<file path="config.mk">
export PLATFORM = sky130hd
export DESIGN_NAME = local_history_branch_predictor_core
export DESIGN_NICKNAME = d
export VERILOG_FILES = /design/src/hdl/lhbp_pkg.sv /design/src/hdl/lhbp_ctrl.sv /design/src/hdl/lhbp_dpath.sv /design/src/hdl/local_history_branch_predictor_core.sv
export SDC_FILE = /design/constraint.sdc
export NUM_CORES = 1
export LEC_CHECK = 0
export BUFFER_PORTS_ARGS = -buffer_cell sky130_fd_sc_hd__buf_2
export CAP_MARGIN = 30
export CORE_MARGIN = 2
export CORE_UTILIZATION = 50
export DETAILED_ROUTE_END_ITERATION = 6
export GPL_ROUTABILITY_DRIVEN = 0
export GPL_TIMING_DRIVEN = 0
export PLACE_DENSITY = 0.66
export SLEW_MARGIN = 10
export SYNTH_ARGS = -nofsm -noshare
export SYNTH_HDL_FRONTEND = slang
export SYNTH_SLANG_ARGS = --single-unit
</file>
<file path="constraint.sdc">
create_clock -name clk -period 4.4 [get_ports clk]
set_input_delay 0.88 -clock clk [delete_from_list [all_inputs] [get_ports clk]]
set_output_delay 0.88 -clock clk [all_outputs]
set_load 0.02 [all_outputs]
</file>
<file path="src/hdl/lhbp_pkg.sv">
`timescale 1ns / 1ps
// ----------------------------------------------------------------------------
// lhbp_pkg
// Shared types and constants of the local history branch predictor.
// ----------------------------------------------------------------------------
package lhbp_pkg;

  localparam int ADDR_W   = 16;
  localparam int CFG_W    = 5;
  localparam int HIST_W   = 3;
  localparam int PATTERNS = 1 << HIST_W;
  localparam int CTR_W    = 3;
  localparam int MISS_W   = 16;
  localparam int OIDX_W   = 4;
  localparam int BITCNT_W = 4;

  localparam logic [CFG_W-1:0]    CFG_RESET     = 5'd16;
  localparam logic [CTR_W-1:0]    CTR_SN        = 3'd0;
  localparam logic [CTR_W-1:0]    CTR_ST        = 3'd7;
  localparam logic [CTR_W-1:0]    CTR_TAKEN_MIN = 3'd4;
  localparam logic [MISS_W-1:0]   MISS_MAX      = 16'hFFFF;
  localparam logic [BITCNT_W-1:0] DIV_LAST_BIT  = 4'd15;

  // Input transaction
  typedef struct packed {
    logic [ADDR_W-1:0] branch_address;
    logic              actual_taken;
  } in_t;

  // Result transaction
  typedef struct packed {
    logic [OIDX_W-1:0] entry_index;
    logic              predicted_taken;
    logic              mispredicted;
    logic [MISS_W-1:0] miss_count;
  } out_t;

  // One predictor entry as held in the row memory
  typedef struct packed {
    logic [MISS_W-1:0]               miss_total;
    logic [HIST_W-1:0]               history;
    logic [PATTERNS-1:0][CTR_W-1:0]  counters;
  } row_t;

  // Commands from the controller to the datapath
  typedef struct packed {
    logic clr_en;
    logic load;
    logic div_step;
    logic rd_en;
    logic upd;
  } cmd_t;

  // Status from the datapath to the controller
  typedef struct packed {
    logic clr_last;
    logic div_last;
  } stat_t;

endpackage

</file>
<file path="src/hdl/lhbp_ctrl.sv">
`timescale 1ns / 1ps
// ----------------------------------------------------------------------------
// lhbp_ctrl
// Sequencer: clearing pass, idle, remainder iterations, row read, update.
// ----------------------------------------------------------------------------
module lhbp_ctrl (
  input  logic            clk,
  input  logic            rst_n,
  input  logic            start,
  output logic            busy,
  input  lhbp_pkg::stat_t stat,
  output lhbp_pkg::cmd_t  cmd
);

  localparam logic [2:0] S_CLEAR = 3'd0;
  localparam logic [2:0] S_IDLE  = 3'd1;
  localparam logic [2:0] S_DIV   = 3'd2;
  localparam logic [2:0] S_READ  = 3'd3;
  localparam logic [2:0] S_UPD   = 3'd4;

  logic [2:0] state_r;
  logic [2:0] state_nxt;

  // Work out the next state
  always_comb begin
    state_nxt = state_r;
    unique case (state_r)
      S_CLEAR: if (stat.clr_last) state_nxt = S_IDLE;
      S_IDLE:  if (start) state_nxt = S_DIV;
      S_DIV:   if (stat.div_last) state_nxt = S_READ;
      S_READ:  state_nxt = S_UPD;
      S_UPD:   state_nxt = S_IDLE;
      default: state_nxt = S_CLEAR;
    endcase
  end

  // Hold the state register
  always_ff @(posedge clk) begin
    if (!rst_n) begin
      state_r <= S_CLEAR;
    end else begin
      state_r <= state_nxt;
    end
  end

  // Drive datapath commands
  always_comb begin
    cmd          = '0;
    cmd.clr_en   = (state_r == S_CLEAR);
    cmd.load     = (state_r == S_IDLE) && start;
    cmd.div_step = (state_r == S_DIV);
    cmd.rd_en    = (state_r == S_READ);
    cmd.upd      = (state_r == S_UPD);
  end

  assign busy = (state_r != S_IDLE);

endmodule

</file>
<file path="src/hdl/lhbp_dpath.sv">
`timescale 1ns / 1ps
// ----------------------------------------------------------------------------
// lhbp_dpath
// Datapath: entry count register, bit-serial remainder, row memory and update.
// ----------------------------------------------------------------------------
module lhbp_dpath #(
  parameter int ENTRIES = 16
) (
  input  logic                            clk,
  input  logic                            rst_n,
  input  logic                            cfg_we,
  input  logic [lhbp_pkg::CFG_W-1:0]      cfg_wdata,
  input  lhbp_pkg::in_t                   in_item,
  input  lhbp_pkg::cmd_t                  cmd,
  output lhbp_pkg::stat_t                 stat,
  output logic                            out_strobe,
  output lhbp_pkg::out_t                  out_item
);

  localparam int IDX_W = (ENTRIES > 1) ? $clog2(ENTRIES) : 1;
  localparam logic [IDX_W-1:0] CLR_LAST = IDX_W'(ENTRIES - 1);

  // Entry count register and clamped divisor
  logic [lhbp_pkg::CFG_W-1:0] cfg_r;
  logic [lhbp_pkg::CFG_W-1:0] div_r;
  logic [lhbp_pkg::CFG_W-1:0] div_nxt;

  // Remainder iteration
  logic [lhbp_pkg::ADDR_W-1:0]   addr_r;
  logic                          taken_r;
  logic [lhbp_pkg::CFG_W-1:0]    rem_r;
  logic [lhbp_pkg::CFG_W-1:0]    rem_nxt;
  logic [lhbp_pkg::CFG_W:0]      rem_shift;
  logic [lhbp_pkg::BITCNT_W-1:0] bit_cnt_r;

  // Row memory
  lhbp_pkg::row_t row_mem [ENTRIES];
  lhbp_pkg::row_t rd_row_r;
  lhbp_pkg::row_t wr_row;
  logic [IDX_W-1:0] wr_addr;
  logic [IDX_W-1:0] entry_idx;
  logic [IDX_W-1:0] clr_cnt_r;

  // Update logic
  logic [lhbp_pkg::CTR_W-1:0]  ctr;
  logic [lhbp_pkg::CTR_W-1:0]  ctr_nxt;
  logic                        pred;
  logic                        miss;
  logic [lhbp_pkg::MISS_W-1:0] miss_nxt;

  logic          out_strobe_r;
  lhbp_pkg::out_t out_item_r;

  // Store the entry count
  always_ff @(posedge clk) begin
    if (!rst_n) begin
      cfg_r <= lhbp_pkg::CFG_RESET;
    end else if (cfg_we) begin
      cfg_r <= cfg_wdata;
    end
  end

  // Clamp the entry count to one and to the table depth
  always_comb begin
    if (cfg_r == '0) begin
      div_nxt = lhbp_pkg::CFG_W'(1);
    end else if (32'(cfg_r) > ENTRIES) begin
      div_nxt = lhbp_pkg::CFG_W'(ENTRIES);
    end else begin
      div_nxt = cfg_r;
    end
  end

  // One restoring remainder step per cycle, address MSB first
  always_comb begin
    rem_shift = {rem_r, addr_r[lhbp_pkg::ADDR_W-1]};
    if (rem_shift >= {1'b0, div_r}) begin
      rem_nxt = lhbp_pkg::CFG_W'(rem_shift - {1'b0, div_r});
    end else begin
      rem_nxt = rem_shift[lhbp_pkg::CFG_W-1:0];
    end
  end

  // Latch the transaction and advance the remainder
  always_ff @(posedge clk) begin
    if (cmd.load) begin
      addr_r    <= in_item.branch_address;
      taken_r   <= in_item.actual_taken;
      div_r     <= div_nxt;
      rem_r     <= '0;
      bit_cnt_r <= '0;
    end else if (cmd.div_step) begin
      addr_r    <= addr_r << 1;
      rem_r     <= rem_nxt;
      bit_cnt_r <= bit_cnt_r + 1'b1;
    end
  end

  assign entry_idx     = IDX_W'(rem_r);
  assign stat.div_last = (bit_cnt_r == lhbp_pkg::DIV_LAST_BIT);
  assign stat.clr_last = (clr_cnt_r == CLR_LAST);

  // Advance the clearing pass
  always_ff @(posedge clk) begin
    if (!rst_n) begin
      clr_cnt_r <= '0;
    end else if (cmd.clr_en) begin
      clr_cnt_r <= clr_cnt_r + 1'b1;
    end
  end

  // Predict from the row and build its updated form
  always_comb begin
    ctr  = rd_row_r.counters[rd_row_r.history];
    pred = (ctr >= lhbp_pkg::CTR_TAKEN_MIN);
    miss = (pred != taken_r);
    if (taken_r) begin
      ctr_nxt = (ctr == lhbp_pkg::CTR_ST) ? ctr : ctr + 1'b1;
    end else begin
      ctr_nxt = (ctr == lhbp_pkg::CTR_SN) ? ctr : ctr - 1'b1;
    end
    if (miss && (rd_row_r.miss_total != lhbp_pkg::MISS_MAX)) begin
      miss_nxt = rd_row_r.miss_total + 1'b1;
    end else begin
      miss_nxt = rd_row_r.miss_total;
    end
    if (cmd.clr_en) begin
      wr_row  = '0;
      wr_addr = clr_cnt_r;
    end else begin
      wr_row                             = rd_row_r;
      wr_row.counters[rd_row_r.history]  = ctr_nxt;
      wr_row.history                     = {rd_row_r.history[lhbp_pkg::HIST_W-2:0], taken_r};
      wr_row.miss_total                  = miss_nxt;
      wr_addr                            = entry_idx;
    end
  end

  // Row memory: one write and one registered read port
  always_ff @(posedge clk) begin
    if (cmd.clr_en || cmd.upd) begin
      row_mem[wr_addr] <= wr_row;
    end
    if (cmd.rd_en) begin
      rd_row_r <= row_mem[entry_idx];
    end
  end

  // Present the result for one cycle
  always_ff @(posedge clk) begin
    if (!rst_n) begin
      out_strobe_r <= 1'b0;
    end else begin
      out_strobe_r <= cmd.upd;
    end
  end

  always_ff @(posedge clk) begin
    if (cmd.upd) begin
      out_item_r.entry_index     <= rem_r[lhbp_pkg::OIDX_W-1:0];
      out_item_r.predicted_taken <= pred;
      out_item_r.mispredicted    <= miss;
      out_item_r.miss_count      <= miss_nxt;
    end
  end

  assign out_strobe = out_strobe_r;
  assign out_item   = out_item_r;

endmodule

</file>
<file path="src/hdl/local_history_branch_predictor_core.sv">
`timescale 1ns / 1ps
// After the start edge the core runs 16 remainder steps of the 16-bit address
// (one bit a cycle), one row read and one update; the result strobe is registered.
// Start is taken only in idle; busy is high from the first step to the update.
// Reset: a clearing pass zeroes the row memory, busy high.
// The receiver cannot stall: each result strobe is high for exactly one cycle.
// ----------------------------------------------------------------------------
// local_history_branch_predictor_core
// Two-level local history predictor with 3-bit counters and miss totals.
// ----------------------------------------------------------------------------
module local_history_branch_predictor_core #(
  parameter int ENTRIES = 16
) (
  input  logic                        clk,
  input  logic                        rst_n,
  input  logic                        cfg_we,
  input  logic [lhbp_pkg::CFG_W-1:0]  cfg_wdata,
  input  logic                        start,
  output logic                        busy,
  input  lhbp_pkg::in_t               in_item,
  output logic                        out_strobe,
  output lhbp_pkg::out_t              out_item
);

  lhbp_pkg::cmd_t  cmd;
  lhbp_pkg::stat_t stat;

  // Sequencer
  lhbp_ctrl u_ctrl (
    .clk   (clk),
    .rst_n (rst_n),
    .start (start),
    .busy  (busy),
    .stat  (stat),
    .cmd   (cmd)
  );

  // Datapath
  lhbp_dpath #(
    .ENTRIES (ENTRIES)
  ) u_dpath (
    .clk        (clk),
    .rst_n      (rst_n),
    .cfg_we     (cfg_we),
    .cfg_wdata  (cfg_wdata),
    .in_item    (in_item),
    .cmd        (cmd),
    .stat       (stat),
    .out_strobe (out_strobe),
    .out_item   (out_item)
  );

endmodule
</file>
# Yosys cells after proc, flatten, opt, wreduce, memory -nomap -nowiden
# Memory sizes are Yosys's and may differ from the RTL's. A register that Yosys moved wholly into a read port is not among the register bits.
# Index checks and enable logic that the tools add are counted.
dict set report totals {
  regBits 66
  latch_bits 0
  ram_bits 688
  romBits 0
  elab_cells 70
  memories 1
}
# name words word_bits rd rd_clocked_by_memory_dff wr line_no
set memory_table {}
lappend memory_table {u_dpath.row_mem 16 43 1 1 1 lhbp_dpath.sv:37} ;# lhbp_pkg::row_t row_mem [ENTRIES];
dict set report classes {
  add_sub_neg 6
  mul 0
  div 0
  n_lt_le_gt_ge 5
  n_eq_ne 13
  n_shift 0
  n_mux 21
  bitwise 0
  n_reduce_logical 10
}
# cell count
set ops {}
lappend ops {{2-to-1 mux 16 bit} 3}
lappend ops {{2-to-1 mux 43 bit} 1}
lappend ops {{bitwise mux 24 bit} 1}
lappend ops {{2-to-1 mux 3 bit} 8}
lappend ops {{adder 16 x 1 -> 16 bit (second input constant)} 1}
lappend ops {{inequality test 16 bit (second input constant)} 1}
lappend ops {{case mux 3 bit (5 select lines)} 1}
lappend ops {{2-to-1 mux 5 bit} 2}
lappend ops {{binary-select mux 3 bit (select 3 bit)} 1}
lappend ops {{demux 3 bit (select 3 bit)} 1}
lappend ops {{adder 4 x 1 -> 4 bit (second input constant)} 2}
lappend ops {{== test 4 bit (second input constant)} 2}
lappend ops {{== test 3 x 2 -> 1 bit (second input constant)} 2}
lappend ops {{== test 3 bit (second input constant)} 2}
lappend ops {{greater-or-equal comparator 6 x 5 -> 1 bit} 1}
lappend ops {{zero test 3 bit} 2}
lappend ops {{> comparator 5 bit (second input constant)} 1}
lappend ops {{zero test 5 bit} 1}
lappend ops {{subtractor 5 bit} 1}
lappend ops {{less-than comparator 3 x 4 -> 1 bit (second input constant)} 1}
lappend ops {{2-to-1 mux 4 bit} 1}
lappend ops {{inequality test 2 bit (second input constant)} 2}
lappend ops {{adder 3 x 1 -> 3 bit (second input constant)} 1}
lappend ops {{== test 3 x 1 -> 1 bit (second input constant)} 1}
lappend ops {{12 further kinds} 15}

# Logic depth before layout (Yosys ltp)
dict set report depth {
  depth_word 7
  depth_mapped 12
  ltp_nobuf 10
}

# Cells and area by module
# Synthesis repeated with hierarchy kept, for this count alone.
dict set report unflattened {
  hier_cells 1470
  hier_area_um2 31497.7
}
# mod instances cells_each area_per_inst_um2 seq_area_each_um2
set modules_own_cells {}
lappend modules_own_cells {lhbp_dpath 1 1449 31311.3 23652.7}
lappend modules_own_cells {lhbp_ctrl 1 21 186.4 60.1}

# Worst setup path after synthesis
# No wires, ideal clock.
dict set report synth_path {
  path_type {register to register}
  from {register u_dpath.rem_r[2] (netlist name)}
  to {memory u_dpath.row_mem[15][0] (netlist name) (enable)}
  setup_ns 0.444
  arrival_time_ns 3.413
  t_required_ns 3.956
  setup_slack_ns 0.543
  path_stages_with_launch 7
  synth_period_minus_slack_ns 3.857
  cell_sequence {dfxtp_1 clkbuf_1 buf_1 nand3_1 o21ai_0 nand2_1 nor2_1}
}
dict set report synth_between {
  elab_chain_len 1
}
# item line_no
set synth_rtl {}
lappend synth_rtl {{from (decl)} lhbp_dpath.sv:31} ;# logic [lhbp_pkg::CFG_W-1:0] rem_r;
lappend synth_rtl {{from (signal assigned)} lhbp_dpath.sv:94} ;# rem_r <= rem_nxt;
lappend synth_rtl {{2-to-1 mux 4 bit} lhbp_dpath.sv:127} ;# if (cmd.clr_en) begin
lappend synth_rtl {{to (decl)} lhbp_dpath.sv:37}
# No other way between the ends.

# Worst setup path after layout
dict set report layout_path {
  from {register u_dpath.rem_r[1] (netlist name)}
  to {memory u_dpath.row_mem[1][21] (netlist name) (enable)}
}
# The elaborated chain is that of the path after synthesis.

==> flow_metrics.env <==
export IMPL_run_status="complete, no violations"
export IMPL_vias_in_the_first_global_route=16013
export IMPL_placeableCoreArea_sq_um=61940
export IMPL_core_rowCount=91
export IMPL_portion_of_the_clock_cycle_consumed_by_the_worst_path_in_the_final_layout_pct=96.83
export IMPL_synth_cell_type_count=63
export IMPL_max_cap_violations=0
export IMPL_detail_route_iter0_violations=1568
export IMPL_ff2ff_setup_slack_ns=0.14
export IMPL_regToRegStartpoint="u_dpath.rem_r[1]$_SDFFE_PP0P_"
export IMPL_timing_reg2reg_worst_path_depth=8
export IMPL_critical_path_endpoint_type="flop"
export IMPL_syn_to_final_growth_pct=16.66
export IMPL_slew_worst_pin_ns=1.049
export IMPL_max_freq_mhz=234.7
export IMPL_synth_async_reset_ratio_pct=0
export IMPL_synth_cell_area_sq_um=31430
export IMPL_slew_limit_headroom_pct=30.05
export IMPL_worst_skew_pair_late_latency_ns=0.64
export IMPL_terminating_pin_of_the_worst_hold_path="u_dpath.taken_r$_DFFE_PP_"
export IMPL_final_common_cell="sky130_fd_sc_hd__edfxtp_1"
export IMPL_via_per_inst=6.050
export IMPL_die_area_sq_um=64880
export IMPL_final_sum_of_negative_setup_slack_ns=0
export IMPL_static_leakage_power_uw=0.01218
export IMPL_setup_skew_ns=0.02892
export IMPL_final_antenna_net_count=0
export IMPL_first_pass_grt_wire_length_um=105600
export IMPL_path_class="reg -> reg"
export IMPL_worst_hold_path_class="in -> reg"
export IMPL_clock_tree_htree_level_count=3
export IMPL_nNetsFinal=1699
export IMPL_route_final_wire_length_um=71700
export IMPL_cp_data_arrival_time_ns=4.63
export IMPL_number_of_buffers_added_to_fix_hold_violations_after_cts=0
export IMPL_dominantRegCellSynth="sky130_fd_sc_hd__edfxtp_1"
export IMPL_grt_setup_unrepaired="false"
export IMPL_n_antenna_cell=0
export IMPL_synthesis_nets=1502
export IMPL_cp_max_fo=17
export IMPL_drt_wirelength_per_cell_um=27.99
export IMPL_fillCellCount=4411
export IMPL_critPathLaunchType="flop"
export IMPL_antenna_found_initial=0
export IMPL_detailed_place_hpwl_um=45690
export IMPL_yosysWarningCount=0
export IMPL_cts_made_buffers=80
export IMPL_flip_flop_and_latch_count_after_synthesis=797
export IMPL_clkSlewWorstSetupHoldPaths_ns=0.06
export IMPL_cts_tree="done"
export IMPL_syn_inst=1463
export IMPL_syn_mean_instance_area_sq_um=21.48
export IMPL_synth_yosys_seq_area_share_pct=75.45
export IMPL_floorplan_io_pins=50
export IMPL_worst_hold_startpoint="in_item[0]"
export IMPL_maxSlewViolCount=0
export IMPL_clkSinkCount=797
export IMPL_dpl_instance_area_sq_um=33980
export IMPL_chipWidth_um=254.7
export IMPL_dieHeight_um=254.7
export IMPL_irDropWorstVdd_mv=0.3183
export IMPL_cts_setup_buffers=0
export IMPL_layout_cells_most_common_list="sky130_fd_sc_hd__edfxtp_1, sky130_fd_sc_hd__mux4_2, sky130_fd_sc_hd__clkbuf_16, sky130_fd_sc_hd__clkbuf_1, sky130_fd_sc_hd__buf_2"
export IMPL_final_number_of_hold_violating_endpoints=0
export IMPL_maximum_number_of_pins_on_one_net_before_global_route_repair=45
export IMPL_buffer_ports_inserted=48
export IMPL_clock_buffer_depth=3
export IMPL_post_cts_resized=0
export IMPL_global_route_overflow_total=0
export IMPL_worst_ep_required_time_ns=4.77
export IMPL_setup_viol_count_final=0
export IMPL_layout_cell_area_non_filler_sq_um=36660
export IMPL_synth_enable_flop_cells=775
export IMPL_floorplan_initialDensity_pct=50.74
export IMPL_holdPathStages=1
export IMPL_post_route_drc_count=0
export IMPL_timing_rr_end="u_dpath.row_mem[1][21]$_DFFE_PP_"
export IMPL_power_density_nw_per_um2=421.9
export IMPL_cts_root_buf="sky130_fd_sc_hd__clkbuf_16"
export IMPL_detail_route_first_pass_iterations=5
export IMPL_final_layout_size_suffix_gt1_share_pct=30.14
export IMPL_post_route_min_period_ns=4.260
export IMPL_gr_usage_all_layers_pct=22.78
export IMPL_routed_via_count=15500
power breakdown:
part	switching (uW)	internal (uW)
combinational	185	130
clock	2820	3930
sequential	31.1	8360
total	3040	12400
per-layer routing:
metal,wire length [um],up-vias,track usage (%),part of all wire [%]
met4,1981,0,7.201,2.8
met3,4454,130,3.184,6.2
li1,-,6501,-,-
met5,0,-,0,0
met1,28020,8261,30.28,39
met2,37250,608,39.24,52
Yosys cell counts (5+ instances only):
master                       n  area share, %
sky130_fd_sc_hd__a21oi_1    16           0.25
sky130_fd_sc_hd__edfxtp_1  775             74
sky130_fd_sc_hd__inv_1      20           0.24
sky130_fd_sc_hd__a211oi_1   10           0.24
sky130_fd_sc_hd__clkbuf_1   49           0.59
sky130_fd_sc_hd__nor3b_1    10           0.24
sky130_fd_sc_hd__a31oi_1     7           0.14
sky130_fd_sc_hd__o21ai_0    13           0.21
sky130_fd_sc_hd__nand2_1    41           0.49
sky130_fd_sc_hd__nor2_1     59           0.70
sky130_fd_sc_hd__xor2_1      5           0.14
sky130_fd_sc_hd__and3_1      9           0.18
sky130_fd_sc_hd__nor2b_1     6           0.12
sky130_fd_sc_hd__and2_1     23           0.46
sky130_fd_sc_hd__dfxtp_1    22            1.4
sky130_fd_sc_hd__a21o_1      5           0.12
sky130_fd_sc_hd__buf_2      15           0.24
sky130_fd_sc_hd__nand2b_1    9           0.18
sky130_fd_sc_hd__buf_1       8          0.096
sky130_fd_sc_hd__nand3_1     9           0.14
sky130_fd_sc_hd__ha_1       12           0.48
sky130_fd_sc_hd__mux4_2    220             16
sky130_fd_sc_hd__nor3_1     16           0.25
sky130_fd_sc_hd__a221o_1     8           0.25
sky130_fd_sc_hd__xnor2_1    13           0.36
sky130_fd_sc_hd__mux2_2     16           0.57
sky130_fd_sc_hd__mux2i_1    18           0.57
sky130_fd_sc_hd__nand4_1     7           0.14
critical path, stage by stage (launching register included):
cell and delay [ns]:
sky130_fd_sc_hd__dfxtp_1 0.46, sky130_fd_sc_hd__clkbuf_1 0.55, sky130_fd_sc_hd__clkbuf_1 0.68, sky130_fd_sc_hd__buf_1 0.55, sky130_fd_sc_hd__nor3b_1 0.14, sky130_fd_sc_hd__a31oi_1 0.77
sky130_fd_sc_hd__nor2_4 0.36, sky130_fd_sc_hd__buf_16 0.28, sky130_fd_sc_hd__buf_16 0.17
flip-flops by register name, summed over array words and instances, names as in the netlist, 5 cells and up:
| register | count |
|---|---|
| u_dpath.addr_r | 16 |
| u_dpath.cfg_r | 5 |
| u_dpath.div_r | 5 |
| u_dpath.out_item | 22 |
| u_dpath.rd_row_r | 43 |
| u_dpath.rem_r | 5 |
| u_dpath.row_mem | 688 |
cells by family after synthesis:
logic type	Yosys count	share of synthesized area (%)
multiplexers	257	17.07
AND/OR/NAND/NOR	203	3.292
buffers and inverters	96	1.242
flip-flops	797	75.45
AO/OA/AOI/OAI	78	1.855
adder cells (fa/ha/maj)	13	0.5414
XOR/XNOR	19	0.5534
how the worst max path moves through the flow:
stage / startpoint / endpoint / slack, ns / cells past startpoint
global placement: u_dpath.rem_r[1]$_SDFFE_PP0P_ / u_dpath.row_mem[14][18]$_DFFE_PP_ / -3.02 / 6
detailed placement: u_dpath.rd_row_r[26]$_DFFE_PP_ / u_dpath.row_mem[3][4]$_DFFE_PP_ / 0.03 / 10
CTS: u_dpath.rd_row_r[24]$_DFFE_PP_ / u_dpath.row_mem[8][13]$_DFFE_PP_ / 0.02 / 9
finish: u_dpath.rem_r[1]$_SDFFE_PP0P_ / u_dpath.row_mem[1][21]$_DFFE_PP_ / 0.14 / 8
floorplan: u_dpath.rem_r[2]$_SDFFE_PP0P_ / u_dpath.row_mem[15][0]$_DFFE_PP_ / 0.54 / 6
global route: u_dpath.rd_row_r[24]$_DFFE_PP_ / u_dpath.row_mem[6][21]$_DFFE_PP_ / 0.05 / 11
through the flow:
stage / power (uW) / hold WS (ns) / instances / worst slack, ns / utilization [%]
2_1_floorplan: 8691 / 0.4348 / 1463 / 0.5432 / -
3_3_place_gp: 8807 / 0.4761 / 2348 / -3.024 / 52.82
3_5_place_dp: 8873 / 0.5008 / 2404 / 0.02907 / 54.86
4_1_cts: 15570 / 0.3961 / 2551 / 0.02491 / 59.05
5_1_grt: 15870 / 0.4060 / 2562 / 0.04721 / 59.19
6_report: 15470 / 0.4262 / 2562 / 0.1396 / 59.19
area by class of cell:
cell class                      count  area (sq um)  share of cell area [%]
Multi-Input combinational cell    570          7490                   20.43
Buffer                             74         307.8                  0.8395
Clock inverter                     41         445.4                   1.215
Inverter                           22         82.58                  0.2252
Tap cell                          837          1047                   2.856
Sequential cell                   797         23710                   64.68
Clock buffer                      106          2151                   5.866
Timing Repair Buffer              115          1428                   3.894
Power figures use the tool's default switching activity.
